### src/rtl/core/cscl_pkg.sv
`timescale 1ns / 1ps
`default_nettype none

package cscl_pkg;

    localparam int SAMPLE_BITS = 12;
    localparam int GAIN_WORDS  = 12;
    localparam int GAIN_BITS   = 32;
    localparam int PROD_BITS   = SAMPLE_BITS + GAIN_BITS;
    localparam int QUO_BITS    = 10;
    localparam int REM_BITS    = 16;
    localparam int LANES       = 3;
    localparam int ROWS        = 3;
    localparam int REG_BITS    = 12;
    localparam int THR_BITS    = 16;
    localparam int PCT_BITS    = 7;
    localparam int PNUM_BITS   = REG_BITS + PCT_BITS;
    localparam int AMB_BITS    = (SAMPLE_BITS > REG_BITS) ? SAMPLE_BITS : REG_BITS;
    localparam int CNT_BITS    = 4;
    localparam int POS_BITS    = 6;
    localparam int ADDR_BITS   = 3;
    localparam int APB_BITS    = 32;

    localparam int IN_RAW_BITS   = 8 + 4 * SAMPLE_BITS;
    localparam int IN_DATA_BITS  = ((IN_RAW_BITS + 7) / 8) * 8;
    localparam int IN_USER_BITS  = 2;
    localparam int OUT_RAW_BITS  = 3 * 8 + PCT_BITS + 2;
    localparam int OUT_DATA_BITS = ((OUT_RAW_BITS + 7) / 8) * 8;

    localparam int GAIN_BYTES = GAIN_WORDS * 4;
    localparam int THRESH_END = GAIN_BYTES + 4;
    localparam int STREAM_END = THRESH_END + 2;

    localparam logic [REM_BITS-1:0]  LEVEL_DIVISOR = REM_BITS'(38000);
    localparam logic [QUO_BITS-1:0]  RED_SAT_QUO   = QUO_BITS'(282);
    localparam logic [QUO_BITS-1:0]  LEVEL_SAT_QUO = QUO_BITS'(256);
    localparam logic [12:0]          RED_RECIP     = 13'd5958;
    localparam int                   RED_SHIFT     = 16;
    localparam logic [7:0]           LEVEL_MAX     = 8'd255;
    localparam logic [REG_BITS-1:0]  FLOOR_RESET   = REG_BITS'(50);
    localparam logic [REG_BITS-1:0]  CEIL_RESET    = REG_BITS'(750);
    localparam logic [PCT_BITS-1:0]  PCT_SCALE     = PCT_BITS'(100);

    localparam logic [IN_USER_BITS-1:0] KIND_MEASURE = IN_USER_BITS'(1);
    localparam logic ADDR_FLOOR_SEL = 1'b0;

    typedef logic [SAMPLE_BITS-1:0] sample_t;
    typedef logic [GAIN_BITS-1:0]   gain_t;
    typedef logic [PROD_BITS-1:0]   prod_t;

endpackage

`default_nettype wire

### src/rtl/core/color_sensor_calibrated_levels_unit.sv
`timescale 1ns / 1ps
`default_nettype none

// Calibrated color levels for a four-lamp color sensor. Load words (tuser bit 0 low) carry
// the calibration stream one byte each and are taken in the idle state; tuser bit 1 restarts
// the stream at byte zero. A measure word keeps the block busy from acceptance until it has
// passed the multiply, check, divide and finish states: the three color channels run side by
// side through a bit-serial shift-add multiplier (one sample bit per cycle) and a restoring
// divider by 38000 (one quotient bit per cycle), while the ambient percentage comes from its
// own restoring divider in the divide state. A finished result waits in the output register,
// so a measure word may be accepted while the previous result is still unread.
module color_sensor_calibrated_levels_unit (
    input  logic                                   clk,
    input  logic                                   rst_n,
    input  logic                                   s_tvalid,
    output logic                                   s_tready,
    // cal_byte, red_sample, green_sample, blue_sample, ambient_sample
    input  logic [cscl_pkg::IN_DATA_BITS-1:0]      s_tdata,
    // kind, restart
    input  logic [cscl_pkg::IN_USER_BITS-1:0]      s_tuser,
    output logic                                   m_tvalid,
    input  logic                                   m_tready,
    // red_level, green_level, blue_level, ambient_percent, gain_row, zero fill
    output logic [cscl_pkg::OUT_DATA_BITS-1:0]     m_tdata,
    input  logic                                   psel,
    input  logic                                   penable,
    input  logic                                   pwrite,
    input  logic [cscl_pkg::ADDR_BITS-1:0]         paddr,
    input  logic [cscl_pkg::APB_BITS-1:0]          pwdata,
    output logic [cscl_pkg::APB_BITS-1:0]          prdata,
    output logic                                   pready
);
    import cscl_pkg::*;

    localparam logic [2:0] ST_IDLE = 3'd0;
    localparam logic [2:0] ST_MUL  = 3'd1;
    localparam logic [2:0] ST_CHK  = 3'd2;
    localparam logic [2:0] ST_DIV  = 3'd3;
    localparam logic [2:0] ST_FIN  = 3'd4;

    logic [REG_BITS-1:0]  floor_reg;
    logic [REG_BITS-1:0]  ceil_reg;
    gain_t                gain_reg [LANES][ROWS];
    logic [THR_BITS-1:0]  thr_reg [2];
    logic [POS_BITS-1:0]  pos_reg;

    logic [2:0]           state_reg;
    logic [CNT_BITS-1:0]  cnt_reg;
    sample_t              diff_reg [LANES];
    logic [LANES-1:0]     neg_reg;
    logic [LANES-1:0]     ovf_reg;
    gain_t                gsel_reg [LANES];
    prod_t                prod_reg [LANES];
    logic [REM_BITS-1:0]  rem_reg [LANES];
    logic [QUO_BITS-1:0]  quo_reg [LANES];
    logic [1:0]           row_reg;

    logic [PNUM_BITS-1:0] pnum_reg;
    logic [REG_BITS-1:0]  prem_reg;
    logic [REG_BITS-1:0]  pden_reg;
    logic [PCT_BITS-1:0]  pquo_reg;
    logic                 pzero_reg;

    logic                     out_valid_reg;
    logic [OUT_DATA_BITS-1:0] out_data_reg;

    logic                 accept;
    logic                 cfg_write;
    logic                 is_measure;
    sample_t              smp [LANES];
    sample_t              amb;
    logic [1:0]           row_sel;
    logic [POS_BITS-1:0]  pos_eff;
    logic [AMB_BITS-1:0]  amb_ext;
    logic [REG_BITS-1:0]  clamped;
    logic [REG_BITS-1:0]  pct_diff;
    logic [PNUM_BITS-1:0] pct_num;
    logic                 out_free;

    logic [REM_BITS:0]    trial [LANES];
    logic [REG_BITS:0]    ptrial;
    logic [7:0]           level [LANES];
    logic [QUO_BITS+3:0]  red_x;
    logic [QUO_BITS+16:0] red_prod;

    assign s_tready  = (state_reg == ST_IDLE);
    assign accept    = s_tvalid && s_tready;
    assign is_measure = ((s_tuser & KIND_MEASURE) != '0);
    assign cfg_write = psel && penable && pwrite;
    assign pready    = 1'b1;
    assign prdata    = APB_BITS'((paddr[2] == ADDR_FLOOR_SEL) ? floor_reg : ceil_reg);
    assign m_tvalid  = out_valid_reg;
    assign m_tdata   = out_data_reg;
    assign out_free  = !out_valid_reg || m_tready;

    always_comb
    begin
        for (int i = 0; i < LANES; i++)
        begin
            smp[i] = s_tdata[8 + i * SAMPLE_BITS +: SAMPLE_BITS];
        end
        amb = s_tdata[8 + 3 * SAMPLE_BITS +: SAMPLE_BITS];

        if (THR_BITS'(amb) < thr_reg[1])
            row_sel = 2'd2;
        else if (THR_BITS'(amb) < thr_reg[0])
            row_sel = 2'd1;
        else
            row_sel = 2'd0;

        pos_eff = s_tuser[1] ? '0 : pos_reg;

        amb_ext = AMB_BITS'(amb);
        if (amb_ext > AMB_BITS'(ceil_reg))
            clamped = ceil_reg;
        else if (amb_ext < AMB_BITS'(floor_reg))
            clamped = floor_reg;
        else
            clamped = REG_BITS'(amb_ext);
        pct_diff = clamped - floor_reg;
        pct_num  = PNUM_BITS'(pct_diff) * PNUM_BITS'(PCT_SCALE);

        for (int i = 0; i < LANES; i++)
        begin
            trial[i] = {rem_reg[i], prod_reg[i][QUO_BITS-1]};
        end
        ptrial = {prem_reg, pnum_reg[PCT_BITS-1]};

        red_x    = (QUO_BITS + 4)'(quo_reg[0]) * (QUO_BITS + 4)'(10);
        red_prod = (QUO_BITS + 17)'(red_x) * (QUO_BITS + 17)'(RED_RECIP);

        for (int i = 0; i < LANES; i++)
        begin
            level[i] = quo_reg[i][7:0];
            if (i == 0)
            begin
                level[i] = red_prod[RED_SHIFT +: 8];
                if (quo_reg[i] >= RED_SAT_QUO)
                    level[i] = LEVEL_MAX;
            end
            else if (quo_reg[i] >= LEVEL_SAT_QUO)
            begin
                level[i] = LEVEL_MAX;
            end
            if (ovf_reg[i])
                level[i] = LEVEL_MAX;
            if (neg_reg[i])
                level[i] = '0;
        end
    end

    always_ff @(posedge clk or negedge rst_n)
    begin
        if (!rst_n)
        begin
            floor_reg <= FLOOR_RESET;
            ceil_reg  <= CEIL_RESET;
            thr_reg[0] <= '0;
            thr_reg[1] <= '0;
            pos_reg   <= '0;
            for (int l = 0; l < LANES; l++)
            begin
                for (int r = 0; r < ROWS; r++)
                begin
                    gain_reg[l][r] <= '0;
                end
            end
        end
        else
        begin
            if (cfg_write)
            begin
                if (paddr[2] == ADDR_FLOOR_SEL)
                    floor_reg <= pwdata[REG_BITS-1:0];
                else
                    ceil_reg <= pwdata[REG_BITS-1:0];
            end
            if (accept && !is_measure)
            begin
                if (pos_eff < POS_BITS'(STREAM_END))
                    pos_reg <= pos_eff + 1'b1;
                else
                    pos_reg <= pos_eff;
                if (pos_eff < POS_BITS'(GAIN_BYTES))
                begin
                    for (int l = 0; l < LANES; l++)
                    begin
                        for (int r = 0; r < ROWS; r++)
                        begin
                            for (int b = 0; b < 4; b++)
                            begin
                                if (pos_eff[3:2] == 2'(l) && pos_eff[5:4] == 2'(r)
                                    && pos_eff[1:0] == 2'(b))
                                    gain_reg[l][r][8 * b +: 8] <= s_tdata[7:0];
                            end
                        end
                    end
                end
                else if (pos_eff < POS_BITS'(THRESH_END))
                begin
                    for (int t = 0; t < 2; t++)
                    begin
                        for (int b = 0; b < 2; b++)
                        begin
                            if (pos_eff[1] == 1'(t) && pos_eff[0] == 1'(b))
                                thr_reg[t][8 * b +: 8] <= s_tdata[7:0];
                        end
                    end
                end
            end
        end
    end

    always_ff @(posedge clk or negedge rst_n)
    begin
        if (!rst_n)
        begin
            state_reg     <= ST_IDLE;
            cnt_reg       <= '0;
            out_valid_reg <= 1'b0;
        end
        else
        begin
            if (state_reg == ST_FIN && out_free)
                out_valid_reg <= 1'b1;
            else if (out_valid_reg && m_tready)
                out_valid_reg <= 1'b0;
            case (state_reg)
                ST_IDLE:
                begin
                    cnt_reg <= '0;
                    if (accept && is_measure)
                        state_reg <= ST_MUL;
                end
                ST_MUL:
                begin
                    cnt_reg <= cnt_reg + 1'b1;
                    if (cnt_reg == CNT_BITS'(SAMPLE_BITS - 1))
                        state_reg <= ST_CHK;
                end
                ST_CHK:
                begin
                    cnt_reg   <= '0;
                    state_reg <= ST_DIV;
                end
                ST_DIV:
                begin
                    cnt_reg <= cnt_reg + 1'b1;
                    if (cnt_reg == CNT_BITS'(QUO_BITS - 1))
                        state_reg <= ST_FIN;
                end
                ST_FIN:
                begin
                    if (out_free)
                        state_reg <= ST_IDLE;
                end
                default:
                begin
                    state_reg <= ST_IDLE;
                end
            endcase
        end
    end

    always_ff @(posedge clk)
    begin
        case (state_reg)
            ST_IDLE:
            begin
                if (accept && is_measure)
                begin
                    row_reg <= row_sel;
                    for (int i = 0; i < LANES; i++)
                    begin
                        neg_reg[i]  <= (smp[i] < amb);
                        diff_reg[i] <= smp[i] - amb;
                        gsel_reg[i] <= gain_reg[i][row_sel];
                        prod_reg[i] <= '0;
                    end
                    pzero_reg <= (ceil_reg <= floor_reg);
                    pden_reg  <= ceil_reg - floor_reg;
                    pnum_reg  <= pct_num;
                    prem_reg  <= pct_num[PNUM_BITS-1:PCT_BITS];
                    pquo_reg  <= '0;
                end
            end
            ST_MUL:
            begin
                for (int i = 0; i < LANES; i++)
                begin
                    prod_reg[i] <= {prod_reg[i][PROD_BITS-2:0], 1'b0}
                                   + (diff_reg[i][SAMPLE_BITS-1] ? PROD_BITS'(gsel_reg[i])
                                                                 : '0);
                    diff_reg[i] <= {diff_reg[i][SAMPLE_BITS-2:0], 1'b0};
                end
            end
            ST_CHK:
            begin
                for (int i = 0; i < LANES; i++)
                begin
                    ovf_reg[i] <= (prod_reg[i][PROD_BITS-1:QUO_BITS]
                                   >= (PROD_BITS - QUO_BITS)'(LEVEL_DIVISOR));
                    rem_reg[i] <= prod_reg[i][QUO_BITS +: REM_BITS];
                    quo_reg[i] <= '0;
                end
            end
            ST_DIV:
            begin
                for (int i = 0; i < LANES; i++)
                begin
                    if (trial[i] >= (REM_BITS + 1)'(LEVEL_DIVISOR))
                    begin
                        rem_reg[i] <= REM_BITS'(trial[i] - (REM_BITS + 1)'(LEVEL_DIVISOR));
                        quo_reg[i] <= {quo_reg[i][QUO_BITS-2:0], 1'b1};
                    end
                    else
                    begin
                        rem_reg[i] <= trial[i][REM_BITS-1:0];
                        quo_reg[i] <= {quo_reg[i][QUO_BITS-2:0], 1'b0};
                    end
                    prod_reg[i] <= {prod_reg[i][PROD_BITS-2:0], 1'b0};
                end
                if (cnt_reg < CNT_BITS'(PCT_BITS))
                begin
                    if (ptrial >= (REG_BITS + 1)'(pden_reg))
                    begin
                        prem_reg <= REG_BITS'(ptrial - (REG_BITS + 1)'(pden_reg));
                        pquo_reg <= {pquo_reg[PCT_BITS-2:0], 1'b1};
                    end
                    else
                    begin
                        prem_reg <= ptrial[REG_BITS-1:0];
                        pquo_reg <= {pquo_reg[PCT_BITS-2:0], 1'b0};
                    end
                    pnum_reg <= {pnum_reg[PNUM_BITS-2:0], 1'b0};
                end
            end
            ST_FIN:
            begin
                if (out_free)
                begin
                    out_data_reg <= OUT_DATA_BITS'({row_reg,
                                                    pzero_reg ? PCT_BITS'(0) : pquo_reg,
                                                    level[2], level[1], level[0]});
                end
            end
            default:
            begin
            end
        endcase
    end

endmodule

`default_nettype wire
### config.mk
export PLATFORM = sky130hd
export DESIGN_NAME = color_sensor_calibrated_levels_unit
export DESIGN_NICKNAME = d
export VERILOG_FILES = /design/src/rtl/core/cscl_pkg.sv /design/src/rtl/core/color_sensor_calibrated_levels_unit.sv
export SDC_FILE = /design/constraint.sdc
export NUM_CORES = 2
export LEC_CHECK = 0
export BUFFER_PORTS_ARGS = -buffer_cell sky130_fd_sc_hd__buf_2
export CORE_ASPECT_RATIO = 1.5
export CORE_MARGIN = 1
export CORE_UTILIZATION = 55
export CTS_CLUSTER_SIZE = 10
export DETAILED_ROUTE_END_ITERATION = 10
export PLACE_DENSITY = 0.79
export SLEW_MARGIN = 10
export SYNTH_ARGS = -nofsm -noshare
export SYNTH_HDL_FRONTEND = slang
export SYNTH_SLANG_ARGS = --single-unit
### constraint.sdc
create_clock -name clk -period 11.9 [get_ports clk]
set_input_delay 0.595 -clock clk [delete_from_list [all_inputs] [get_ports clk]]
set_output_delay 0.595 -clock clk [all_outputs]
set_load 0.02 [all_outputs]
# Word-level counts from Yosys, hierarchy flattened
# Memories as Yosys holds them, arrays and structs flattened.
# Index checks and enable logic that the tools add are counted.
# word_totals
mem_count	5
mem_bits_rw	342
output_inout_bits	75
latchBits	0
elab_cells	354
romBits	0
ff_bits	438
inputBits	100
# op_classes
n_mux	92
n_reduce_logical	114
n_div	0
n_eq_ne	18
order_cmp	23
multipliers	3
shifts	0
bitwise_logic	26
n_addsub	14
# mem_list
memory	words	width	rd	rd_ports_with_merged_regs	write_ports	line	text
prod_reg	3	44	3	0	3	color_sensor_calibrated_levels_unit.sv:53	prod_t prod_reg [LANES];
gsel_reg	3	32	3	0	3	color_sensor_calibrated_levels_unit.sv:52	gain_t gsel_reg [LANES];
rem_reg	3	16	3	0	3	color_sensor_calibrated_levels_unit.sv:54	logic [REM_BITS-1:0] rem_reg [LANES];
diff_reg	3	12	3	0	3	color_sensor_calibrated_levels_unit.sv:49	sample_t diff_reg [LANES];
quo_reg	3	10	3	0	3	color_sensor_calibrated_levels_unit.sv:55	logic [QUO_BITS-1:0] quo_reg [LANES];
# op_table
op	n
$mux 32	9
$mux 44	6
$bmux 32 s2	3
$add 44x32->44	3
$reduce_and 3->1	37
$mux 12	9
$ge 34x16->1 const B	3
$mux 16	6
$sub 12x12->12	6
$mux 10	6
$logic_and 1x1->1	56
$ge 17x16->1 const B	3
$lt 12x12->1	4
$mux 8	6
$sub 16x16->16 const B	3
$lt 12x16->1	2
$mux 1	31
$ge 10x9->1 const B	3
$mux 7	4
$pmux 7 s2	2
$pmux 12 s2	1
$mul 13x12->22 const B	1
$or 1x1->1	21
$reduce_and 4->1	5
other kinds (32)	60

# Logic depth before layout (Yosys ltp)
# logic_depth
ltp_word	8
ltp_mapped	35
mapped_depth_nobuf	34

# Worst setup path before layout
# No wires, ideal clock.
# synth_timing
path_kind	flip-flop to flip-flop
start	register floor_reg[1]
end	register prem_reg[8] (data pin)
stages_incl_launch_ff	35
arrival_time_ps	6222
period_less_slack_ps	6493
n_path_buf	1
slack_ps	5407
t_required_ps	11630
setup_ps	270
cell_sequence	dfstp_2 inv_1 ha_1 a21o_1 a21o_1 a211oi_1 o21ai_0 nand2_1 buf_2 o21ai_0 mux2i_1 ha_1 inv_1 fa_1 a21o_1 a21oi_1 o21bai_1 a21oi_1 o21bai_1 a21oi_1 xnor2_1 inv_1 ha_1 ha_1 inv_1 fa_1 inv_1 ha_1 nand3_1 nand2_1 a41oi_1 nor2b_1 xnor2_1 nor2_1 a21oi_1
# synth_via
elab_chain_len	7
# synth_lines
item	line	text
start, declared	color_sensor_calibrated_levels_unit.sv:41	logic [REG_BITS-1:0] floor_reg;
start signal, assigned	color_sensor_calibrated_levels_unit.sv:174	floor_reg <= pwdata[REG_BITS-1:0];
$lt 12x12->1	color_sensor_calibrated_levels_unit.sv:116	else if (amb_ext < AMB_BITS'(floor_reg))
$mux 12	color_sensor_calibrated_levels_unit.sv:116	
$mux 12	color_sensor_calibrated_levels_unit.sv:114	if (amb_ext > AMB_BITS'(ceil_reg))
$sub 12x12->12 *	color_sensor_calibrated_levels_unit.sv:120	pct_diff = clamped - floor_reg;
$mul 12x5->17 *	color_sensor_calibrated_levels_unit.sv:121	pct_num = PNUM_BITS'(pct_diff) * PNUM_BITS'(PCT_SCALE);
$mux 12 *	color_sensor_calibrated_levels_unit.sv:270	if (accept && is_measure)
$pmux 12 s2 *	color_sensor_calibrated_levels_unit.sv:267	case (state_reg)
end signal, assigned	color_sensor_calibrated_levels_unit.sv:283	prem_reg <= pct_num[PNUM_BITS-1:PCT_BITS];
end signal, assigned	color_sensor_calibrated_levels_unit.sv:327	prem_reg <= REG_BITS'(ptrial - (REG_BITS + 1)'(pden_reg));
end signal, assigned	color_sensor_calibrated_levels_unit.sv:332	prem_reg <= ptrial[REG_BITS-1:0];
end, declared	color_sensor_calibrated_levels_unit.sv:59	logic [REG_BITS-1:0] prem_reg;
# Every way passes the cells marked *; elsewhere a longest branch is shown, timed or not. The select of a mux whose other input is x is not followed.
# A chain may end at the register's enable or synchronous reset.

# Worst setup path in the final report
# Ends and elaborated chain as after synthesis.

==> impl_metrics.tcl <==
set metrics [dict create \
    run_status "complete, no violations" \
    maxCapViolations 0 \
    hp-class "in2reg" \
    core_mm2 0.0854 \
    cts_tree "yes" \
    period_needed_ns 7.56 \
    via_per_inst 5.92 \
    nets 4944 \
    ios 175 \
    syn-instance-count 4397 \
    grt_max_degree 194 \
    grt-ovfl-total 0 \
    top_layer "met5" \
    worstReg2RegStart "floor_reg[1]" \
    yosys_warnings 0 \
    syn-cell-area_mm2 0.0475 \
    wl_met2_um 54100 \
    initial_core_util 0.557 \
    clock_path_buffers 3 \
    cts.clk_slew.worst_paths_ns 0.06 \
    drtIter0Drc 1971 \
    cp_slowest_cell "dfstp_2" \
    cts-htree-levels 3 \
    hold_violations 0 \
    cts.sinks 778 \
    wl_per_cell_um 18.6 \
    fmax_mhz 132 \
    critPathKind "reg2reg" \
    routed-wl-met3_um 4610 \
    layout-drive-gt1-share 0.152 \
    setup_viol 0 \
    cts_buffers 88 \
    ys_seq_elements 778 \
    fp.dieH_um 362 \
    finClkSkew_ns 0.0267 \
    ys_seq_area_frac 0.454 \
    startpoint "floor_reg[1]" \
    critPathMaxStageDelay_ns 0.57 \
    m1WireLength_um 43000 \
    fp.dieArea_mm2 0.0876 \
    io_buffers 124 \
    clockRootBuffer "clkbuf_16" \
    synth_cell_types 90 \
    grtUsageTotal 0.240 \
    detail-route-antenna-nets 0 \
    ys_top_cells_by_count "edfxtp_1, mux2_2, dfrtp_1, ha_1, nand2_1" \
    crit_arrival_ns 7.94 \
    diodes 0 \
    dp_hpwl_um 71300 \
    synth_edf_count 419 \
    worstHoldStart "pwdata[9]" \
    yosysMostFrequentCell "edfxtp_1" \
    die_width_um 242 \
    insertion_delay_ns 0.68 \
    post_cts_buffers 0 \
    end_kind "register" \
    ys.flop_type "edfxtp_1" \
    routed_wirelength_um 105000 \
    gp_congestion 0.905 \
    async_flop_share 0.460 \
    crit_required_ns 12.29 \
    drv_slew 0 \
    via_count 33382 \
    rsz0062_at_grt "false" \
    synth_top_area_frac 0.265 \
    route.detailed.drc 0 \
    finalSetupTns_ns 0 \
    startpoint_type "register" \
    tightest_slew_ns 1.19 \
    relSlewSlack 0.197 \
    largest_reg_flops 288 \
    path_max_fanout 14 \
    synth.area.top_cells "edfxtp_1, dfrtp_1, ha_1" \
    syn_avg_cell_area_um2 10.8 \
    post-route-period-util 0.635 \
    grt_first_pass_wirelength_um 172000 \
    grt_pass1_vias 33902 \
    antenna_found_initial 2 \
    num_rows 131 \
    ctsResizeCount 0 \
    drt-pass1-iter-count 5 \
    synth_top_cell_by_area "edfxtp_1" \
    area_growth_pct 8.44 \
]
-- routing by layer --
| metal | global-route usage | up-vias |
|---|---|---|
| li1 | - | 15947 |
| met1 | 0.291 | 16502 |
| met2 | 0.439 | 756 |
| met3 | 0.0306 | 175 |
| met4 | 0.0833 | 2 |
| met5 | 0 | - |
-- cell type report --
class | instances | area [um^2]
inverters | 234 | 881
clock buffers | 153 | 2460
well taps | 1130 | 1410
multi-input cells | 3185 | 24200
fillers | 6706 | 33800
repair buffers | 149 | 846
clock inverters | 8 | 143
flip-flops and latches | 778 | 21600
-- critical path: cells and delay by family, from the launching register on --
kind / cells / cell delay, ns
AOI/OAI and AO/OA: 13 / 2.37
xor gates and xnor gates: 2 / 0.33
adders and majority gates: 7 / 2.42
buffers and inverters: 5 / 0.40
DFF: 1 / 0.57
muxes: 1 / 0.18
and+or+nand+nor: 5 / 1.00
-- path summary, 6_finish.rpt --
kind / cells after the start / endpoint / slack [ns]
worst min-delay path: 2 / floor_reg[9] / 0.17
worst max-delay path: 33 / prem_reg[8] / 4.34
worst max register to register: 33 / prem_reg[8] / 4.34
worst min register to register: 0 / m_tdata[31] / 0.44
min in group asynchronous: 2 / thr_reg[9] / 0.48
max in group asynchronous: 4 / gain_reg[203] / 9.31
-- placed cells by master, fill, tap and decap left out, drive strengths merged, types with 23 or more instances in the layout --
cell type and count:
a211oi 36, a21oi 304, xnor2 115, nand4 32, nand3 60, o21ai 206
nor3 62, a31oi 115, buf 148, mux2i 142, and2 109, xor2 77
mux2 352, nor2b 37, nand2 306, a21o 91, dfrtp 348, ha 348
clkbuf 153, edfxtp 419, and3 49, nor2 314, o21a 26, nand2b 38
conb 28, fa 60, or3 24, inv 236, nor4 25, a21boi 23
-- metrics by stage --
stage / setup WS, ns / utilization / instance area [um^2] / hold slack, ns / cells
finish: 4.34 / 0.604 / 51600 / 0.172 / 5637
global route: 3.77 / 0.604 / 51600 / 0.162 / 5637
CTS: 4.39 / 0.604 / 51600 / 0.133 / 5637
detailed placement: 4.22 / 0.573 / 48900 / 0.424 / 5475
global placement: 4.32 / 0.573 / 48900 / 0.416 / 5475
floorplan: 5.41 / - / 47600 / 0.299 / 4423
-- kinds of logic (layout without fill, tap and decap cells) --
group	count (synthesis)	after routing	share of synthesized area
buffers and inverters	460	544	0.0400
DFF	778	778	0.454
and+or+nand+nor	1123	1123	0.117
AOI/OAI and AO/OA	940	940	0.123
muxes	494	494	0.113
other	2	28	0.000158
xor gates and xnor gates	192	192	0.0354
adders and majority gates	408	408	0.117
-- timing repair --
action                                  4_1_cts  5_1_grt
hold buffers                                  1        0
endpoints found under the setup margin        0        0
hold endpoints to repair                     85        0
Power is left out: the tool's default activity adds up to more than one toggle a clock period on the data nets, which glitch-free logic cannot reach.
